`config.mk`:
```
export PLATFORM = sky130hd
export DESIGN_NAME = mailbox_line_splitter_unit_flat
export DESIGN_NICKNAME = d
export VERILOG_FILES = /design/src/rtl/core/mls_pkg.sv /design/src/rtl/core/mls_in_if.sv /design/src/rtl/core/mls_out_if.sv /design/src/rtl/core/mls_line_scan.sv /design/src/rtl/core/mls_split_fsm.sv /design/src/rtl/core/mailbox_line_splitter_unit.sv /design/src/flat_wrapper.sv
export SDC_FILE = /design/constraint.sdc
export NUM_CORES = 1
export LEC_CHECK = 0
export ABC_AREA = 1
export BUFFER_PORTS_ARGS = -buffer_cell sky130_fd_sc_hd__buf_2
export CAP_MARGIN = 30
export CORE_ASPECT_RATIO = 1.1
export CORE_MARGIN = 1.5
export CORE_UTILIZATION = 45
export CTS_CLUSTER_SIZE = 10
export DETAILED_ROUTE_END_ITERATION = 7
export PLACE_DENSITY = 0.63
export SYNTH_ARGS = -nofsm -noshare
export SYNTH_HDL_FRONTEND = slang
export SYNTH_HIERARCHICAL = 1
export SYNTH_SLANG_ARGS = --single-unit
```
`constraint.sdc`:
```
create_clock -name clk -period 4.04 [get_ports clk]
set_input_delay 0.606 -clock clk [delete_from_list [all_inputs] [get_ports clk]]
set_output_delay 0.606 -clock clk [all_outputs]
set_load 0.01 [all_outputs]
```
`src/rtl/core/mls_pkg.sv`:
```
// Shared types and constants for the mailbox line splitter.
// Used by the core modules other than the channel interfaces, and by the checker.
`timescale 1ns / 1ps
`default_nettype none

package mls_pkg;

  // Byte values the line scanner looks for, and its limits and reset value.
  localparam logic [7:0] LF_BYTE     = 8'd10;
  localparam logic [7:0] COLON_BYTE  = 8'h3A;
  localparam logic [7:0] HYPHEN_BYTE = 8'h2D;
  localparam logic [7:0] SPACE_BYTE  = 8'h20;
  localparam logic [7:0] POS_MAX     = 8'd255;
  localparam logic [7:0] COLON_MIN_RESET = 8'd4;
  localparam logic [2:0] FROM_LEN    = 3'd5;

  // Action codes of a result.
  localparam logic [2:0] ACT_NONE         = 3'd0;
  localparam logic [2:0] ACT_HOLD_FROM    = 3'd1;
  localparam logic [2:0] ACT_HOLD_TAG     = 3'd2;
  localparam logic [2:0] ACT_WRITE_LINE   = 3'd3;
  localparam logic [2:0] ACT_WRITE_HEADER = 3'd4;
  localparam logic [2:0] ACT_FLUSH_TAGS0  = 3'd5;
  localparam logic [2:0] ACT_FLUSH_TAGS1  = 3'd6;
  localparam logic [2:0] ACT_FLUSH_TAGS2  = 3'd7;

  localparam logic [1:0] SLOT_NONE = 2'd0;

  typedef enum logic [3:0] {
    SPLIT_IDLE     = 4'd0,
    SPLIT_TAG1     = 4'd1,
    SPLIT_TAG2     = 4'd2,
    SPLIT_TAG3     = 4'd3,
    SPLIT_WAIT_TAG = 4'd4,
    SPLIT_BODY     = 4'd5,
    SPLIT_NEW_TAG1 = 4'd6,
    SPLIT_NEW_TAG2 = 4'd7,
    SPLIT_NEW_TAG3 = 4'd8,
    SPLIT_NEW_WAIT = 4'd9
  } split_state_t;

  typedef enum logic [1:0] {
    TAG_SCANNING = 2'd0,
    TAG_ACCEPTED = 2'd1,
    TAG_REJECTED = 2'd2
  } tag_status_t;

  // What the line scanner knows about the line that is ending.
  typedef struct packed {
    logic is_from;
    logic is_tag;
  } line_flags_t;

  typedef struct packed {
    logic [2:0] line_action;
    logic [1:0] tag_slot;
    logic       line_is_from;
    logic       line_is_tag;
    logic [3:0] next_split_state;
  } line_result_t;

  // Byte of the "From " prefix at a given match position.
  function automatic logic [7:0] from_char(input logic [2:0] idx);
    logic [7:0] ch;
    case (idx)
      3'd0:    ch = 8'h46; // F
      3'd1:    ch = 8'h72; // r
      3'd2:    ch = 8'h6F; // o
      3'd3:    ch = 8'h6D; // m
      default: ch = SPACE_BYTE;
    endcase
    return ch;
  endfunction

  function automatic logic is_letter(input logic [7:0] ch);
    return ((ch >= 8'h41) && (ch <= 8'h5A)) || ((ch >= 8'h61) && (ch <= 8'h7A));
  endfunction

endpackage

`default_nettype wire

```
`src/rtl/core/mls_in_if.sv`:
```
// Input channel of the mailbox line splitter: one text byte per transfer.
// Depends on nothing but the valid/ready handshake convention.
`timescale 1ns / 1ps
`default_nettype none

interface mls_in_if;
  logic       valid;
  logic       ready;
  logic [7:0] text_byte;

  modport source (output valid, output text_byte, input ready);
  modport sink   (input valid, input text_byte, output ready);
endinterface

`default_nettype wire

```
`src/rtl/core/mls_out_if.sv`:
```
// Result channel of the mailbox line splitter: one action per ended line.
// Depends on nothing but the valid/ready handshake convention.
`timescale 1ns / 1ps
`default_nettype none

interface mls_out_if;
  logic       valid;
  logic       ready;
  logic [2:0] line_action;
  logic [1:0] tag_slot;
  logic       line_is_from;
  logic       line_is_tag;
  logic [3:0] next_split_state;

  modport source (output valid, output line_action, output tag_slot, output line_is_from,
                  output line_is_tag, output next_split_state, input ready);
  modport sink   (input valid, input line_action, input tag_slot, input line_is_from,
                  input line_is_tag, input next_split_state, output ready);
endinterface

`default_nettype wire

```
`src/rtl/core/mls_line_scan.sv`:
```
// Per-line scanner: tracks the "From " prefix match and the header tag check.
// Depends on mls_pkg.
`timescale 1ns / 1ps
`default_nettype none

module mls_line_scan (
  input  wire logic                 clk,
  input  wire logic                 rst_n,
  input  wire logic                 step,
  input  wire logic [7:0]           text_byte,
  input  wire logic [7:0]           colon_min,
  output mls_pkg::line_flags_t      flags
);

  logic [7:0]           char_pos_r,  char_pos_nxt;
  logic [2:0]           from_cnt_r,  from_cnt_nxt;
  logic                 from_mis_r,  from_mis_nxt;
  mls_pkg::tag_status_t tag_st_r,    tag_st_nxt;
  logic                 is_lf;

  assign is_lf = (text_byte == mls_pkg::LF_BYTE);

  // Flags describe the line as it stands before the line feed is taken.
  assign flags.is_from = (from_cnt_r == mls_pkg::FROM_LEN);
  assign flags.is_tag  = (tag_st_r == mls_pkg::TAG_ACCEPTED);

  always_comb begin
    char_pos_nxt = char_pos_r;
    from_cnt_nxt = from_cnt_r;
    from_mis_nxt = from_mis_r;
    tag_st_nxt   = tag_st_r;
    if (step) begin
      if (is_lf) begin
        char_pos_nxt = '0;
        from_cnt_nxt = '0;
        from_mis_nxt = 1'b0;
        tag_st_nxt   = mls_pkg::TAG_SCANNING;
      end else begin
        if (!from_mis_r && (from_cnt_r < mls_pkg::FROM_LEN)) begin
          if (text_byte == mls_pkg::from_char(from_cnt_r)) begin
            from_cnt_nxt = from_cnt_r + 3'd1;
          end else begin
            from_mis_nxt = 1'b1;
          end
        end
        if (tag_st_r == mls_pkg::TAG_SCANNING) begin
          if ((text_byte == mls_pkg::COLON_BYTE) && (char_pos_r < colon_min)) begin
            tag_st_nxt = mls_pkg::TAG_REJECTED;
          end else if (text_byte == mls_pkg::SPACE_BYTE) begin
            tag_st_nxt = mls_pkg::TAG_ACCEPTED;
          end else if (!(mls_pkg::is_letter(text_byte) ||
                         (text_byte == mls_pkg::COLON_BYTE) ||
                         (text_byte == mls_pkg::HYPHEN_BYTE))) begin
            tag_st_nxt = mls_pkg::TAG_REJECTED;
          end
        end
        if (char_pos_r != mls_pkg::POS_MAX) begin
          char_pos_nxt = char_pos_r + 8'd1;
        end
      end
    end
  end

  always_ff @(posedge clk) begin
    if (!rst_n) begin
      char_pos_r <= '0;
      from_cnt_r <= '0;
      from_mis_r <= 1'b0;
      tag_st_r   <= mls_pkg::TAG_SCANNING;
    end else begin
      char_pos_r <= char_pos_nxt;
      from_cnt_r <= from_cnt_nxt;
      from_mis_r <= from_mis_nxt;
      tag_st_r   <= tag_st_nxt;
    end
  end

endmodule

`default_nettype wire

```
`src/rtl/core/mls_split_fsm.sv`:
```
// Message-splitting state machine, stepped once per ended line.
// Depends on mls_pkg.
`timescale 1ns / 1ps
`default_nettype none

module mls_split_fsm (
  input  wire logic                  clk,
  input  wire logic                  rst_n,
  input  wire logic                  line_end,
  input  wire mls_pkg::line_flags_t  flags,
  output mls_pkg::line_result_t      result
);

  mls_pkg::split_state_t state_r, state_nxt;
  logic [3:0]            st_bits;
  logic [3:0]            st_minus5;
  logic [3:0]            st_minus1;
  logic [2:0]            action;
  logic [1:0]            slot;

  assign st_bits   = state_r;
  assign st_minus5 = st_bits - 4'd5;
  assign st_minus1 = st_bits - 4'd1;

  always_comb begin
    action    = mls_pkg::ACT_NONE;
    slot      = mls_pkg::SLOT_NONE;
    state_nxt = state_r;
    case (state_r)
      mls_pkg::SPLIT_IDLE: begin
        if (flags.is_from) begin
          action    = mls_pkg::ACT_HOLD_FROM;
          state_nxt = mls_pkg::SPLIT_TAG1;
        end
      end
      mls_pkg::SPLIT_TAG1, mls_pkg::SPLIT_TAG2, mls_pkg::SPLIT_TAG3: begin
        if (flags.is_tag) begin
          action    = mls_pkg::ACT_HOLD_TAG;
          slot      = st_bits[1:0];
          state_nxt = mls_pkg::split_state_t'(st_bits + 4'd1);
        end else begin
          state_nxt = mls_pkg::SPLIT_IDLE;
        end
      end
      mls_pkg::SPLIT_WAIT_TAG, mls_pkg::SPLIT_NEW_WAIT: begin
        if (flags.is_tag) begin
          action    = mls_pkg::ACT_WRITE_HEADER;
          state_nxt = mls_pkg::SPLIT_BODY;
        end
      end
      mls_pkg::SPLIT_BODY: begin
        if (flags.is_from) begin
          action    = mls_pkg::ACT_HOLD_FROM;
          state_nxt = mls_pkg::SPLIT_NEW_TAG1;
        end else begin
          action    = mls_pkg::ACT_WRITE_LINE;
        end
      end
      mls_pkg::SPLIT_NEW_TAG1, mls_pkg::SPLIT_NEW_TAG2, mls_pkg::SPLIT_NEW_TAG3: begin
        if (flags.is_tag) begin
          action    = mls_pkg::ACT_HOLD_TAG;
          slot      = st_minus5[1:0];
          state_nxt = mls_pkg::split_state_t'(st_bits + 4'd1);
        end else begin
          // A new message ended its header early: flush what is held.
          action    = st_minus1[2:0];
          state_nxt = mls_pkg::SPLIT_BODY;
        end
      end
      default: begin
        state_nxt = mls_pkg::SPLIT_IDLE;
      end
    endcase
  end

  assign result.line_action      = action;
  assign result.tag_slot         = slot;
  assign result.line_is_from     = flags.is_from;
  assign result.line_is_tag      = flags.is_tag;
  assign result.next_split_state = state_nxt;

  always_ff @(posedge clk) begin
    if (!rst_n) begin
      state_r <= mls_pkg::SPLIT_IDLE;
    end else if (line_end) begin
      state_r <= state_nxt;
    end
  end

endmodule

`default_nettype wire

```
`src/rtl/core/mailbox_line_splitter_unit.sv`:
```
// Mailbox line splitter: takes mailbox text one byte per transfer and gives one
// result per line feed. Throughput is one byte per clock while no line feed is
// held back: a byte is captured in an input register, from which the line
// scanner and the split state machine consume it; a line feed then loads the
// result register. Other bytes give no result. A line feed waits in the input
// register only while the result register holds a result not yet transferred.
// colon_min_index resets to 4 and is written through cfg_we/cfg_wdata; the user
// must write it only while the block is idle; the block does not enforce this.
// Depends on mls_pkg, mls_in_if, mls_out_if, mls_line_scan and mls_split_fsm.
`timescale 1ns / 1ps
`default_nettype none

module mailbox_line_splitter_unit (
  input  wire logic       clk,
  input  wire logic       rst_n,
  mls_in_if.sink          in_ch,
  mls_out_if.source       out_ch,
  input  wire logic       cfg_we,
  input  wire logic [7:0] cfg_wdata
);

  logic                  in_valid_r;
  logic [7:0]            in_byte_r;
  logic [7:0]            colon_min_r;
  logic                  out_valid_r;
  mls_pkg::line_result_t out_data_r;

  logic                  in_is_lf;
  logic                  advance;
  logic                  line_end;
  mls_pkg::line_flags_t  flags;
  mls_pkg::line_result_t result;

  assign in_is_lf = (in_byte_r == mls_pkg::LF_BYTE);
  // A line feed moves on only when the result register can take it.
  assign advance  = in_valid_r && (!in_is_lf || !out_valid_r || out_ch.ready);
  assign line_end = advance && in_is_lf;
  assign in_ch.ready = !in_valid_r || advance;

  mls_line_scan u_scan (
    .clk       (clk),
    .rst_n     (rst_n),
    .step      (advance),
    .text_byte (in_byte_r),
    .colon_min (colon_min_r),
    .flags     (flags)
  );

  mls_split_fsm u_fsm (
    .clk      (clk),
    .rst_n    (rst_n),
    .line_end (line_end),
    .flags    (flags),
    .result   (result)
  );

  always_ff @(posedge clk) begin
    if (!rst_n) begin
      colon_min_r <= mls_pkg::COLON_MIN_RESET;
    end else if (cfg_we) begin
      colon_min_r <= cfg_wdata;
    end
  end

  always_ff @(posedge clk) begin
    if (!rst_n) begin
      in_valid_r <= 1'b0;
    end else if (in_ch.ready) begin
      in_valid_r <= in_ch.valid;
    end
  end

  always_ff @(posedge clk) begin
    if (in_ch.valid && in_ch.ready) begin
      in_byte_r <= in_ch.text_byte;
    end
  end

  always_ff @(posedge clk) begin
    if (!rst_n) begin
      out_valid_r <= 1'b0;
    end else if (line_end) begin
      out_valid_r <= 1'b1;
    end else if (out_ch.ready) begin
      out_valid_r <= 1'b0;
    end
  end

  always_ff @(posedge clk) begin
    if (line_end) begin
      out_data_r <= result;
    end
  end

  assign out_ch.valid            = out_valid_r;
  assign out_ch.line_action      = out_data_r.line_action;
  assign out_ch.tag_slot         = out_data_r.tag_slot;
  assign out_ch.line_is_from     = out_data_r.line_is_from;
  assign out_ch.line_is_tag      = out_data_r.line_is_tag;
  assign out_ch.next_split_state = out_data_r.next_split_state;

endmodule

`default_nettype wire

```
`src/flat_wrapper.sv`:
```
// flat-port wrapper written by rule: the top's interface ports become plain ports
module mailbox_line_splitter_unit_flat 
  (clk, rst_n, cfg_we, cfg_wdata, in_ch_valid, in_ch_text_byte, in_ch_ready, out_ch_valid, out_ch_line_action, out_ch_tag_slot, out_ch_line_is_from, out_ch_line_is_tag, out_ch_next_split_state, out_ch_ready);
  mls_in_if in_ch_i ();
  mls_out_if out_ch_i ();
  input  wire logic clk;
  input  wire logic rst_n;
  input  wire logic cfg_we;
  input  wire logic [7:0] cfg_wdata;
  input wire logic [$bits(in_ch_i.valid)-1:0] in_ch_valid;
  input wire logic [$bits(in_ch_i.text_byte)-1:0] in_ch_text_byte;
  output wire logic [$bits(in_ch_i.ready)-1:0] in_ch_ready;
  output wire logic [$bits(out_ch_i.valid)-1:0] out_ch_valid;
  output wire logic [$bits(out_ch_i.line_action)-1:0] out_ch_line_action;
  output wire logic [$bits(out_ch_i.tag_slot)-1:0] out_ch_tag_slot;
  output wire logic [$bits(out_ch_i.line_is_from)-1:0] out_ch_line_is_from;
  output wire logic [$bits(out_ch_i.line_is_tag)-1:0] out_ch_line_is_tag;
  output wire logic [$bits(out_ch_i.next_split_state)-1:0] out_ch_next_split_state;
  input wire logic [$bits(out_ch_i.ready)-1:0] out_ch_ready;
  assign in_ch_i.valid = in_ch_valid;
  assign in_ch_i.text_byte = in_ch_text_byte;
  assign in_ch_ready = in_ch_i.ready;
  assign out_ch_valid = out_ch_i.valid;
  assign out_ch_line_action = out_ch_i.line_action;
  assign out_ch_tag_slot = out_ch_i.tag_slot;
  assign out_ch_line_is_from = out_ch_i.line_is_from;
  assign out_ch_line_is_tag = out_ch_i.line_is_tag;
  assign out_ch_next_split_state = out_ch_i.next_split_state;
  assign out_ch_i.ready = out_ch_ready;
  mailbox_line_splitter_unit u_core (.clk(clk), .rst_n(rst_n), .in_ch(in_ch_i), .out_ch(out_ch_i), .cfg_we(cfg_we), .cfg_wdata(cfg_wdata));
endmodule
```
==> results.yml <==
setup_path:
  critPathRequiredTime_ns: 3.43
  cp-end-kind: "output port"
  max_stage_delay_ns: 0.51
  cp_max_fo: 7
  worstPathCellList: "nor2_1, nand2_1, nor2_4, nand3_4, buf_2"
  slowest_stage: "edfxtp_1"
  arrival_ns: 1.45
  criticalPathCategory: "flop to output port"
  path_delay_family: "flip-flops"
  cp-start-kind: "flop"
  path_buf_inv: 1
global_routing:
  grt_usage: 0.1792
  grt_max_degree: 19
  antenna_found_initial: 0
  grt_overflow: 0
  grt_pass1_vias: 2324
  grt_pass1_wl_mm: 9.998
routing:
  vias: 2488
  routedWlPerCell_um: 11.54
  ant_nets: 0
  initialDrtViolationCount: 102
  drt_wl_total_mm: 5.782
  dr.pass1.iters: 4
  drcViolationCount: 0
  vias_per_cell: 4.966
power:
  powerDensity_mw_per_mm2: 278.8
  power.leakage_nw: 1.489
  ir_drop_mv: 0.1989
finish:
  drive_gt1_frac: 0.1900
  final_common_cell: "nand2_1"
  area_delta_synth_final_pct: 10.78
  antenna_cells: 0
  fin_nets: 459
  mostFrequentLayoutCells: "nand2_1 (83), inv_1 (50), nor2_1 (49), buf_2 (33), nand3_1 (30)"
  nFillCells: 620
timing:
  fin_crit_ns: 2.055
  setup_viol: 0
  slew_headroom: 0.5546
  fmax_mhz: 486.7
  setup_ws_ns: 1.985
  skew_ns: 0.006525
  rsz0062_at_grt: "no"
  fin_crit_sh: 0.5085
  finalHoldViolCount: 0
  maxSlewViolCount: 0
  worst_pin_slew_ns: 0.6656
  fin_setup_tns_ns: 0
logic_synthesis:
  syn_area_mm2: 0.002949
  yosysTopAreaCellShare: 0.1935
  syn_nets: 424
  yosysSeqAreaShare: 0.3835
  synth_top_cells_by_area: "edfxtp_1 (19%), dfxtp_1 (19%), nand2_1 (11%)"
  ys_ff_latch: 47
  netlist_instances: 385
  yosys.area.top_type: "edfxtp_1"
  yosysUniqueCellTypes: 40
  postSynthAreaPerCell_um2: 7.660
  ys_warn_count: 6
cts:
  cts_tree: "built"
  numCtsBuffers: 5
  clock_latency_ns: 0.29
  postCtsSetupRepairBufs: 0
  clock_sinks: 47
  cts_resized: 0
  postCtsHoldBufs: 0
  cts-root-buf: "clkbuf_8"
  htree_num_levels: 2
  clockBufferDepth: 2
  clkTransAtPathRegs_ns: 0.09
floorplanning:
  start_util: 0.4705
  ioPinCount: 34
  core.rowCount: 30
  dieWidth_um: 80.19
  dieArea_mm2: 0.007049
  fp.dieH_um: 87.91
  core_mm2: 0.006269
place:
  dp_hpwl_mm: 4.344
  dp_slack_ns: 2.012
  globalplace.congestion: 0.8862
  portBuffers: 33
flow_run:
  maxCapViolCount: 0
outcome:
  status: "completed"
worst_hold_path:
  hold_path_class: "flop to flop"
==> where the power goes <==
group	switching [W]	total (W)	internal (W)	leakage, nW
registers	0.0000174	0.000526	0.000508	0.405
clock network	0.000156	0.000296	0.000140	0.0484
logic	0.0000553	0.0000886	0.0000333	1.04
==> cell families after synthesis <==
group | share of synthesized area
xor+xnor | 0.008911
flops | 0.3835
compound gates | 0.1006
fa+ha+maj | 0.07637
simple gates | 0.3364
buf+inv | 0.09419
==> sequential cells by signal (all words and copies together) (netlist names) <==
signal / flops
u_core/colon_min_r: 8
u_core/in_byte_r: 8
u_core/in_valid_r: 1
u_core/out_ch.line_action: 3
u_core/out_ch.line_is_from: 1
u_core/out_ch.line_is_tag: 1
u_core/out_ch.next_split_state: 4
u_core/out_ch.tag_slot: 2
u_core/out_ch.valid: 1
u_core/u_fsm/st_bits: 4
u_core/u_scan/char_pos_r: 8
u_core/u_scan/from_cnt_r: 3
u_core/u_scan/from_mis_r: 1
u_core/u_scan/tag_st_r: 2
==> synth_stat cells, drive strengths merged <==
cell type   n
a211oi      2
a21boi      1
a21oi      22
a22oi       2
buf         5
dfxtp      28
edfxtp     19
ha         18
inv        60
nand2      91
nand3      35
nand3b      2
nand4       5
nor2       59
nor3        8
nor3b       2
o211ai      2
o21ai      19
o31ai       1
o32ai       1
xnor2       2
xor2        1
==> stage by stage <==
stage / area (um2) / power, W / utilization / hold slack [ns] / instances
CTS: 3267 / 0.0009256 / 0.5212 / 0.4717 / 501
global route: 3267 / 0.0009608 / 0.5212 / 0.4657 / 501
floorplan: 2949 / 0.0005982 / - / 0.4289 / 385
global placement: 3172 / 0.0006236 / 0.5060 / 0.4448 / 493
detailed placement: 3172 / 0.0006256 / 0.5060 / 0.4590 / 493
finish: 3267 / 0.0009107 / 0.5212 / 0.4861 / 501
==> final cells by class <==
| class | instances | area [um2] | area share |
|---|---|---|---|
| clock buffer | 7 | 86.33 | 0.02643 |
| clock inverter | 1 | 8.758 | 0.002681 |
| inverter | 60 | 235.2 | 0.07200 |
| multi-input combinational | 273 | 1540 | 0.4715 |
| sequential | 47 | 1131 | 0.3462 |
| tap | 80 | 100.1 | 0.03064 |
| timing repair buffer | 33 | 165.2 | 0.05056 |
==> routing by layer <==
layer	wire length (um)	GRT usage	vias to the layer above
met3	265	0.03854	2
met5	0	0	-
met4	29	0.04859	0
li1	-	-	1314
met2	2727	0.3140	57
met1	2760	0.2222	1115
==> path summary, 6_finish.rpt <==
check	startpoint	slack, ns	endpoint	cells after the start
max	u_core/in_byte_r[5]	1.99	in_ch_ready	5
min	u_core/colon_min_r[2]	0.49	u_core/colon_min_r[2]	2
max reg2reg	u_core/in_byte_r[3]	2.00	u_core/u_scan/from_cnt_r[0]	10
min reg2reg	u_core/colon_min_r[2]	0.49	u_core/colon_min_r[2]	2
==> worst register-to-register path, cell delays in order (launching register included) <==
cell and delay [ns]:
edfxtp_1 0.50, nand2_1 0.11, inv_1 0.04, nand2_1 0.09, nor2_4 0.06, a21boi_1 0.33
inv_1 0.13, nor3_2 0.33, nand3_2 0.16, a21oi_1 0.15, nor2_1 0.05
(Power assumes the default switching activity.)
